`src/sv/polyline_line_crossing_finder_macros.svh`:
```
// Assertion macros used by the crossing finder top level.
`ifndef POLYLINE_LINE_CROSSING_FINDER_MACROS_SVH
`define POLYLINE_LINE_CROSSING_FINDER_MACROS_SVH

// Same-cycle implication, clocked on clk, off while rst is high.
`define PCF_ASSERT_IMPL(lbl, ante, cons) \
  lbl: assert property (@(posedge clk) disable iff (rst) (ante) |-> (cons)) \
    else $error("pcf assertion failed");

// Next-cycle implication, clocked on clk, off while rst is high.
`define PCF_ASSERT_NEXT(lbl, ante, cons) \
  lbl: assert property (@(posedge clk) disable iff (rst) (ante) |=> (cons)) \
    else $error("pcf assertion failed");

`endif

```
`src/sv/pcf_pkg.sv`:
```
// Package: field widths, command codes and multiply-divide unit types.
package pcf_pkg;

  localparam int COORD_W = 24;
  localparam int IDX_W   = 10;
  localparam int SEG_W   = 11;
  localparam int NUM_W   = 11;

  localparam logic CMD_LOAD  = 1'b0;
  localparam logic CMD_QUERY = 1'b1;

  localparam int MD_A_W = 25;
  localparam int MD_B_W = 52;
  localparam int MD_Q_W = 42;
  localparam int MD_P_W = MD_A_W + MD_B_W;

  typedef struct packed {
    logic                     start;
    logic signed [MD_A_W-1:0] a;
    logic signed [MD_B_W-1:0] b;
    logic signed [MD_B_W-1:0] d;
  } md_req_t;

  typedef struct packed {
    logic                     done;
    logic                     busy;
    logic signed [MD_Q_W-1:0] q;
  } md_rsp_t;

endpackage

```
`src/sv/pcf_muldiv.sv`:
```
// Sequential round(a*b/d) unit: shift-add multiply, restoring divide, round.
module pcf_muldiv import pcf_pkg::*; (
  input  logic    clk,
  input  logic    rst,
  input  md_req_t req,
  output md_rsp_t rsp
);

  typedef enum logic [1:0] {M_IDLE, M_MUL, M_DIV, M_RND} mstate_t;

  localparam logic [6:0] MUL_LAST = 7'(MD_A_W - 1);
  localparam logic [6:0] DIV_LAST = 7'(MD_P_W - 1);
  localparam logic [MD_P_W-1:0] Q_CLAMP = MD_P_W'(1) << 40;

  mstate_t            mstate;
  logic [6:0]         cnt;
  logic [MD_A_W-1:0]  ma;
  logic [MD_P_W-1:0]  mb;
  logic [MD_P_W-1:0]  prod;
  logic [MD_B_W-1:0]  md;
  logic [MD_B_W-1:0]  r;
  logic [MD_P_W-1:0]  q;
  logic               neg;
  logic               done;
  logic signed [MD_Q_W-1:0] qout;

  logic [MD_B_W:0]    rs;
  logic               ge;
  logic [MD_P_W-1:0]  qr;
  logic [MD_P_W-1:0]  cq;
  logic signed [MD_Q_W-1:0] qsig;

  assign rs   = {r, prod[MD_P_W-1]};
  assign ge   = rs >= {1'b0, md};
  assign qr   = q + MD_P_W'(r >= (md - r));
  assign cq   = (qr > Q_CLAMP) ? Q_CLAMP : qr;
  assign qsig = signed'(MD_Q_W'(cq));

  always_ff @(posedge clk) begin
    done <= 1'b0;
    if (rst) begin
      mstate <= M_IDLE;
      cnt    <= '0;
    end else begin
      unique case (mstate)
        M_IDLE: begin
          if (req.start) begin
            ma     <= req.a[MD_A_W-1] ? MD_A_W'(-req.a) : MD_A_W'(req.a);
            mb     <= MD_P_W'(req.b[MD_B_W-1] ? MD_B_W'(-req.b) : MD_B_W'(req.b));
            md     <= req.d[MD_B_W-1] ? MD_B_W'(-req.d) : MD_B_W'(req.d);
            neg    <= (req.a[MD_A_W-1] ^ req.b[MD_B_W-1]) ^ req.d[MD_B_W-1];
            prod   <= '0;
            cnt    <= '0;
            mstate <= M_MUL;
          end
        end
        M_MUL: begin
          if (ma[0]) prod <= prod + mb;
          ma  <= ma >> 1;
          mb  <= mb << 1;
          cnt <= cnt + 7'd1;
          if (cnt == MUL_LAST) begin
            cnt    <= '0;
            r      <= '0;
            q      <= '0;
            mstate <= M_DIV;
          end
        end
        M_DIV: begin
          r    <= ge ? MD_B_W'(rs - {1'b0, md}) : MD_B_W'(rs);
          q    <= {q[MD_P_W-2:0], ge};
          prod <= prod << 1;
          cnt  <= cnt + 7'd1;
          if (cnt == DIV_LAST) mstate <= M_RND;
        end
        M_RND: begin
          qout   <= neg ? -qsig : qsig;
          done   <= 1'b1;
          mstate <= M_IDLE;
        end
        default: mstate <= M_IDLE;
      endcase
    end
  end

  assign rsp.done = done;
  assign rsp.busy = mstate != M_IDLE;
  assign rsp.q    = qout;

endmodule

```
`config.mk`:
```
export PLATFORM = sky130hd
export DESIGN_NAME = pcf_muldiv
export DESIGN_NICKNAME = d
export VERILOG_FILES = /design/src/sv/polyline_line_crossing_finder_macros.svh /design/src/sv/pcf_pkg.sv /design/src/sv/pcf_muldiv.sv
export SDC_FILE = /design/constraint.sdc
export NUM_CORES = 1
export LEC_CHECK = 0
export BUFFER_PORTS_ARGS = -buffer_cell sky130_fd_sc_hd__clkbuf_2
export CAP_MARGIN = 10
export CELL_PAD_IN_SITES_DETAIL_PLACEMENT = 1
export CELL_PAD_IN_SITES_GLOBAL_PLACEMENT = 1
export CORE_ASPECT_RATIO = 0.7
export CORE_MARGIN = 3
export CORE_UTILIZATION = 40
export DETAILED_ROUTE_END_ITERATION = 8
export GPL_ROUTABILITY_DRIVEN = 0
export PLACE_DENSITY_LB_ADDON = 0.1
export SYNTH_ARGS = -nofsm -noshare
export SYNTH_HDL_FRONTEND = slang
export SYNTH_SLANG_ARGS = --single-unit
```
`constraint.sdc`:
```
create_clock -name clk -period 13.65 [get_ports clk]
set_input_delay 1.365 -clock clk [delete_from_list [all_inputs] [get_ports clk]]
set_output_delay 1.365 -clock clk [all_outputs]
set_load 0.01 [all_outputs]
```
==> results.ini, run 1 <==
[placement]
place_hpwl_mm=75.4
port_buffers=175
place_area_um2=34700

[global_routing]
grt_pass1_wl_mm=162
antenna_found_initial=2
grt_remaining_overflow=0
gr-usage-all-layers_pct=23.1
grt_max_degree=119
grt_pass1_vias=29100

[pwr]
intPower_mw=3.87
clockPowerShare_pct=19.3
seq_power_share_pct=30.5
max-vdd-ir-drop_mv=0.104
power_density_nw_per_um2=188
finalPower_mw=6.84
leakage_nw=14.5
power_frac_comb_pct=50.2
swShare_pct=43.5
switchingPower_mw=2.97

[route]
viasPerCell=5.81
vias=28200
ant_nets=0
dr.first_iter.drc_count=1797
wl_mm=100
drc=0
wl_per_cell_um=20.7
drt-pass1-iter-count=5

[floorplan]
initial_core_util_pct=40.6
core_um2=81000
die_h_um=246
num_rows=87
die_x_um=349
ios=176
die_area_um2=85700

[clocking]
cts.sink_count=413
clock_path_buffers=3
htreeDepth=2
clk_pin_slew_ps=70
cts_tree=built
cts_hold_buf=0
cts_made_buffers=48
clock-root-buffer=clkbuf_16
clkLatencyLatePin_ps=620

[timing]
tightest_slew_ps=1200
setup_violations=0
finalHoldViolCount=0
period_share_pct=91.6
layout_min_cycle_time_ps=12500
max_freq_mhz=80.0
maxSlewHeadroom_pct=20.2
drv_slew=0
setup_tns_ps=0
grt_setup_unrepaired=no
clock_skew_ps=20.0

[worst_setup_path]
cp_slowest_cell=nor4_1
r2r_cells=47
worstSetupPathType=reg2reg
cp_max_fo=9
arrival_ps=12900
max_stage_delay_ps=750
endpoint_kind=flop
cpMostUsedCell=ha_1
crit_required_ps=14050
cp-start-kind=flop

[yosys]
netlist_area_um2=32900
async_reset_ff_share_pct=0
synth_edf_count=403
yosysWarnings=0
synth_cell_type_count=78
yosysSeqAreaShare_pct=37.4
synth.avg_cell_area_um2=8.99
yosys_register_bits=413
synth_ff_type=edfxtp_1
synthCells=3655
syn_nets=4033

[outcome]
status=finished clean

[hold_path]
holdPathStages=2
hp-class=reg2reg

[cells_and_area]
finalNetCount=4125
regArea_um2=12300
area_growth_pct=10.6
fillCellCount=9380
layout-drive-gt1-share_pct=8.67
antenna_cells=0
mostFrequentLayoutCells=nand2_1, edfxtp_1, o21ai_0
multi_input_area_um2=19400
final_common_cell=nand2_1
stdcell_area_um2=36300

[job]
cap_viol_max_count=0

[routing by layer]
layer	vias up	GRT usage, %	routed length [um]
li1	13600	-	-
met5	-	0	0
met1	14000	34.4	51200
met3	102	3.05	4080
met2	485	35.6	43300
met4	0	5.03	1840
[cells by family (layout without fill, tap and decap cells)]
kind of cell | Yosys count | after routing | share of synthesized area, %
and+or+nand+nor | 1220 | 1220 | 18.5
AOI/OAI and AO/OA | 1053 | 1053 | 20.5
DFF | 413 | 413 | 37.4
xor gates and xnor gates | 369 | 369 | 9.84
buffers and inverters | 340 | 470 | 3.91
adders and majority gates | 246 | 246 | 9.44
muxes | 14 | 14 | 0.442
[layout make-up]
cell class / instances / share of cell area, %
clock buffer: 58 / 3.47
clock inverter: 30 / 0.833
inverter: 179 / 1.85
multi-input combinational: 2902 / 53.3
sequential: 413 / 33.8
tap: 1068 / 3.68
timing repair buffer: 203 / 3.02
[power by group through the flow]
| stage | combinational, mW | sequential, mW | clock, mW |
|---|---|---|---|
| after global placement | 3.28 | 2.09 | 0 |
| after global routing | 3.83 | 2.12 | 1.41 |
| after detailed placement | 3.39 | 2.10 | 0 |
| after CTS | 3.42 | 2.08 | 1.37 |
| final | 3.43 | 2.09 | 1.32 |
| after floorplan | 2.51 | 2.03 | 0 |
[stage by stage]
| step | hold WS (ps) | util [%] | instances | setup slack (ps) |
|---|---|---|---|---|
| 4_1_cts | 491 | 44.8 | 4852 | 886 |
| 5_1_grt | 524 | 44.9 | 4853 | 303 |
| 2_1_floorplan | 449 | - | 3655 | 1900 |
| 6_report | 488 | 44.9 | 4853 | 1150 |
| 3_3_place_gp | 472 | 42.9 | 4764 | 1670 |
| 3_5_place_dp | 482 | 42.9 | 4764 | 924 |
[worst max-delay path, delay by kind of cell (launching register included)]
kind            cells  cell delay [ps]
simple gates       20             5620
xor+xnor            2              270
fa+ha+maj           6             1890
buf+inv             4              550
compound gates     15             3550
flops               1              420
[timing repair]
item,in CTS,in global routing
buffers inserted,0,0
hold endpoints to repair,0,0
setup endpoints to repair,0,2
resized for setup,0,2
[synthesized netlist by cell type (26+ instances only)]
master	number	area [um2]
inv_1	179	672
a21oi_1	245	1230
or3_1	32	200
nor3_1	52	260
nand3_1	85	425
o31ai_1	44	330
or4_1	30	225
o21ai_0	283	1420
and2_1	90	563
nor2b_1	36	225
a22oi_1	48	360
and3_1	42	263
nor2_1	239	897
edfxtp_1	403	12100
clkbuf_1	152	571
a21o_1	174	1310
nand2_1	408	1530
xor2_1	158	1380
o21bai_1	31	233
ha_1	243	3040
o21a_1	31	233
nor4_1	26	163
nand2b_1	30	188
a211oi_1	34	255
nand4_1	82	513
xnor2_1	211	1850
[sequential cells by signal, indices dropped and copies added (netlist names)]
| signal | count |
|---|---|
| mb | 77 |
| r | 52 |
| q | 77 |
| ma | 25 |
| done | 1 |
| neg | 1 |
| prod | 77 |
| mstate | 2 |
| md | 52 |
| cnt | 7 |
| qout | 42 |
[worst paths after layout]
check	start	to	slack (ps)
setup reg to reg	md[0]	qout[38]	1150
hold / removal	cnt[5]	cnt[5]	490
setup / recovery	md[0]	qout[38]	1150
hold reg to reg	cnt[5]	cnt[5]	490
No activity file was read; power rests on OpenSTA's default activity.
==> run 2, diff against run 1 <==
--- a/config.mk
+++ b/config.mk
@@ -12,9 +12,11 @@
 export CORE_ASPECT_RATIO = 0.7
 export CORE_MARGIN = 3
 export CORE_UTILIZATION = 40
+export CTS_BUF_LIST = sky130_fd_sc_hd__clkbuf_4
 export DETAILED_ROUTE_END_ITERATION = 8
 export GPL_ROUTABILITY_DRIVEN = 0
 export PLACE_DENSITY_LB_ADDON = 0.1
+export REMOVE_ABC_BUFFERS = 1
 export SYNTH_ARGS = -nofsm -noshare
 export SYNTH_HDL_FRONTEND = slang
 export SYNTH_SLANG_ARGS = --single-unit
==> constraint.sdc (replaced) <==
create_clock -name clk -period 11.5 [get_ports clk]
set_input_delay 1.15 -clock clk [delete_from_list [all_inputs] [get_ports clk]]
set_output_delay 1.15 -clock clk [all_outputs]
set_load 0.01 [all_outputs]
==> run 2 against run 1 <==
Against the previous run: maximum frequency increased by 17%; via count up 1.7%; non-clock buffer count rose by 19; final cell count is 3.0% higher; worst setup slack got worse by 350 ps; utilization grew 0.20 points; critical path type unchanged; critical endpoint is now qout[40]; largest power group unchanged.
==> results.ini, run 2 (synthesis results as in run 1) <==
[clocking]
htreeDepth=3  ; +1
cts_hold_buf=0  ; unchanged
cts_tree=built
clkLatencyLatePin_ps=1000  ; +380 ps
clock-root-buffer=clkbuf_4
clock_path_buffers=3  ; unchanged
cts_made_buffers=115  ; +140%
clk_pin_slew_ps=60  ; about the same
cts.sink_count=413  ; unchanged

[floorplan]
die_area_um2=85700  ; unchanged
ios=176  ; unchanged
die_h_um=246  ; unchanged
num_rows=87  ; unchanged
die_x_um=349  ; unchanged
core_um2=81000  ; unchanged
initial_core_util_pct=40.6  ; unchanged

[timing]
setup_violations=0  ; unchanged
finalHoldViolCount=0  ; unchanged
layout_min_cycle_time_ps=10700  ; -1800 ps
drv_slew=0  ; unchanged
max_freq_mhz=93.5  ; +17%
maxSlewHeadroom_pct=24.2  ; +4.0 points
period_share_pct=93.0  ; +1.5 points
tightest_slew_ps=1140  ; -60.1 ps
clock_skew_ps=62.0  ; +42.0 ps

[outcome]
status=finished clean

[worst_setup_path]
endpoint_kind=flop
rr_startpoint=r[0]
startpoint=r[0]
cp_top_family=simple AND/OR/NAND/NOR gates
reg2reg_slack_ps=800  ; -350 ps
critPathBufInv=5  ; +1
max_stage_delay_ps=590  ; -160 ps
cp_max_fo=8  ; -1
cpMostUsedCell=nand2_1
cp_slowest_cell=or4_4
crit_required_ps=12230  ; -1820 ps
cp-start-kind=flop
worstSetupPathType=reg2reg
arrival_ps=11430  ; -1470 ps

[cells_and_area]
post-route-util_pct=45.1  ; +0.20 points
regArea_um2=12300  ; unchanged
final-instance-count-excl-fill=4998  ; +3.0%
finalNetCount=4211  ; +2.1%
fillCellCount=9614  ; +2.5%
final_common_cell=nand2_1
area_growth_pct=11.1
largest_registers=mb x77, prod x77, q x77
multi_input_area_um2=19500  ; +0.72%
mostFrequentLayoutCells=nand2_1, edfxtp_1, o21ai_0
layout-drive-gt1-share_pct=12.0  ; +3.3 points

[placement]
port_buffers=175  ; unchanged
place_hpwl_mm=74.4  ; -1.3%
numPlacedInstances=4777  ; +0.27%

[route]
dr.first_iter.drc_count=1704  ; -5.2%
viasPerCell=5.74  ; -1.3%
drt-pass1-iter-count=5  ; unchanged
vias=28700  ; +1.7%
wl_mm=101  ; +0.90%
drc=0  ; unchanged
ant_nets=0  ; unchanged
wl_per_cell_um=20.3  ; -2.0%

[pwr]
max-vdd-ir-drop_mv=0.136  ; +31%
power_density_nw_per_um2=217  ; +15%
leakage_nw=14.7  ; +1.4%

[hold_path]
hold_start=req[40]
hp-class=in2reg

[global_routing]
antenna_found_initial=7  ; +5
grt_pass1_vias=29700  ; +2.0%
grt_max_degree=130  ; +9.2%
gr-usage-all-layers_pct=23.4  ; +0.28 points
grt_remaining_overflow=0  ; unchanged
grt_pass1_wl_mm=163  ; +0.86%

[job]
cap_viol_max_count=0  ; unchanged

-- run 2: changes by cell type in the layout (fill, tap and decap cells not counted), sizes merged --
cell,before,now
clkbuf,233,334
clkinv,20,43
buf,28,47
diode,0,6
bufinv,5,1
-- run 2: final cells by class --
cell class	count	area share (%)
inverter	179	1.84
sequential	413	33.7
antenna	6	0.0411
clock inverter	49	0.637
clock buffer	159	3.27
tap	1068	3.66
timing repair buffer	222	3.40
multi-input combinational	2902	53.5
-- run 2: what timing repair did --
action,4_1_cts,5_1_grt
setup buffers,3,4
hold endpoints to repair,0,0
endpoints found under the setup margin,12,20
pin swaps,1,4
resized for setup,7,24
-- run 2: final timing paths --
| check | to | cells past startpoint |
|---|---|---|
| min reg2reg | cnt[5] | 2 |
| max reg2reg | qout[40] | 50 |
| min | md[40] | 2 |
| max | qout[40] | 50 |
-- run 2: layer usage --
layer | global-route usage [%] | routed length, um
met3 | 4.34 | 4910
met4 | 5.74 | 1680
met5 | 0 | 0
met2 | 34.5 | 42400
met1 | 35.0 | 52300
-- run 2: power breakdown --
group          total (mW)  leakage (nW)  internal [mW]  switching (mW)
combinational        4.09          10.0           1.56            2.53
clock                1.37         0.832          0.661           0.706
sequential           2.48          3.88           2.15           0.322
-- run 2: per-stage QoR --
stage	setup slack (ps)	power (mW)	TNS (ps)	area [um2]	hold WS, ps
after global routing	-37.6	8.61	-62.4	36500	372
after floorplan	-1460	5.37	-189430	32200	443
after global placement	-314	6.37	-906	34900	464
after CTS	92.5	7.96	0	36300	339
final	802	7.93	0	36500	473
after detailed placement	-491	6.52	-2650	34900	495
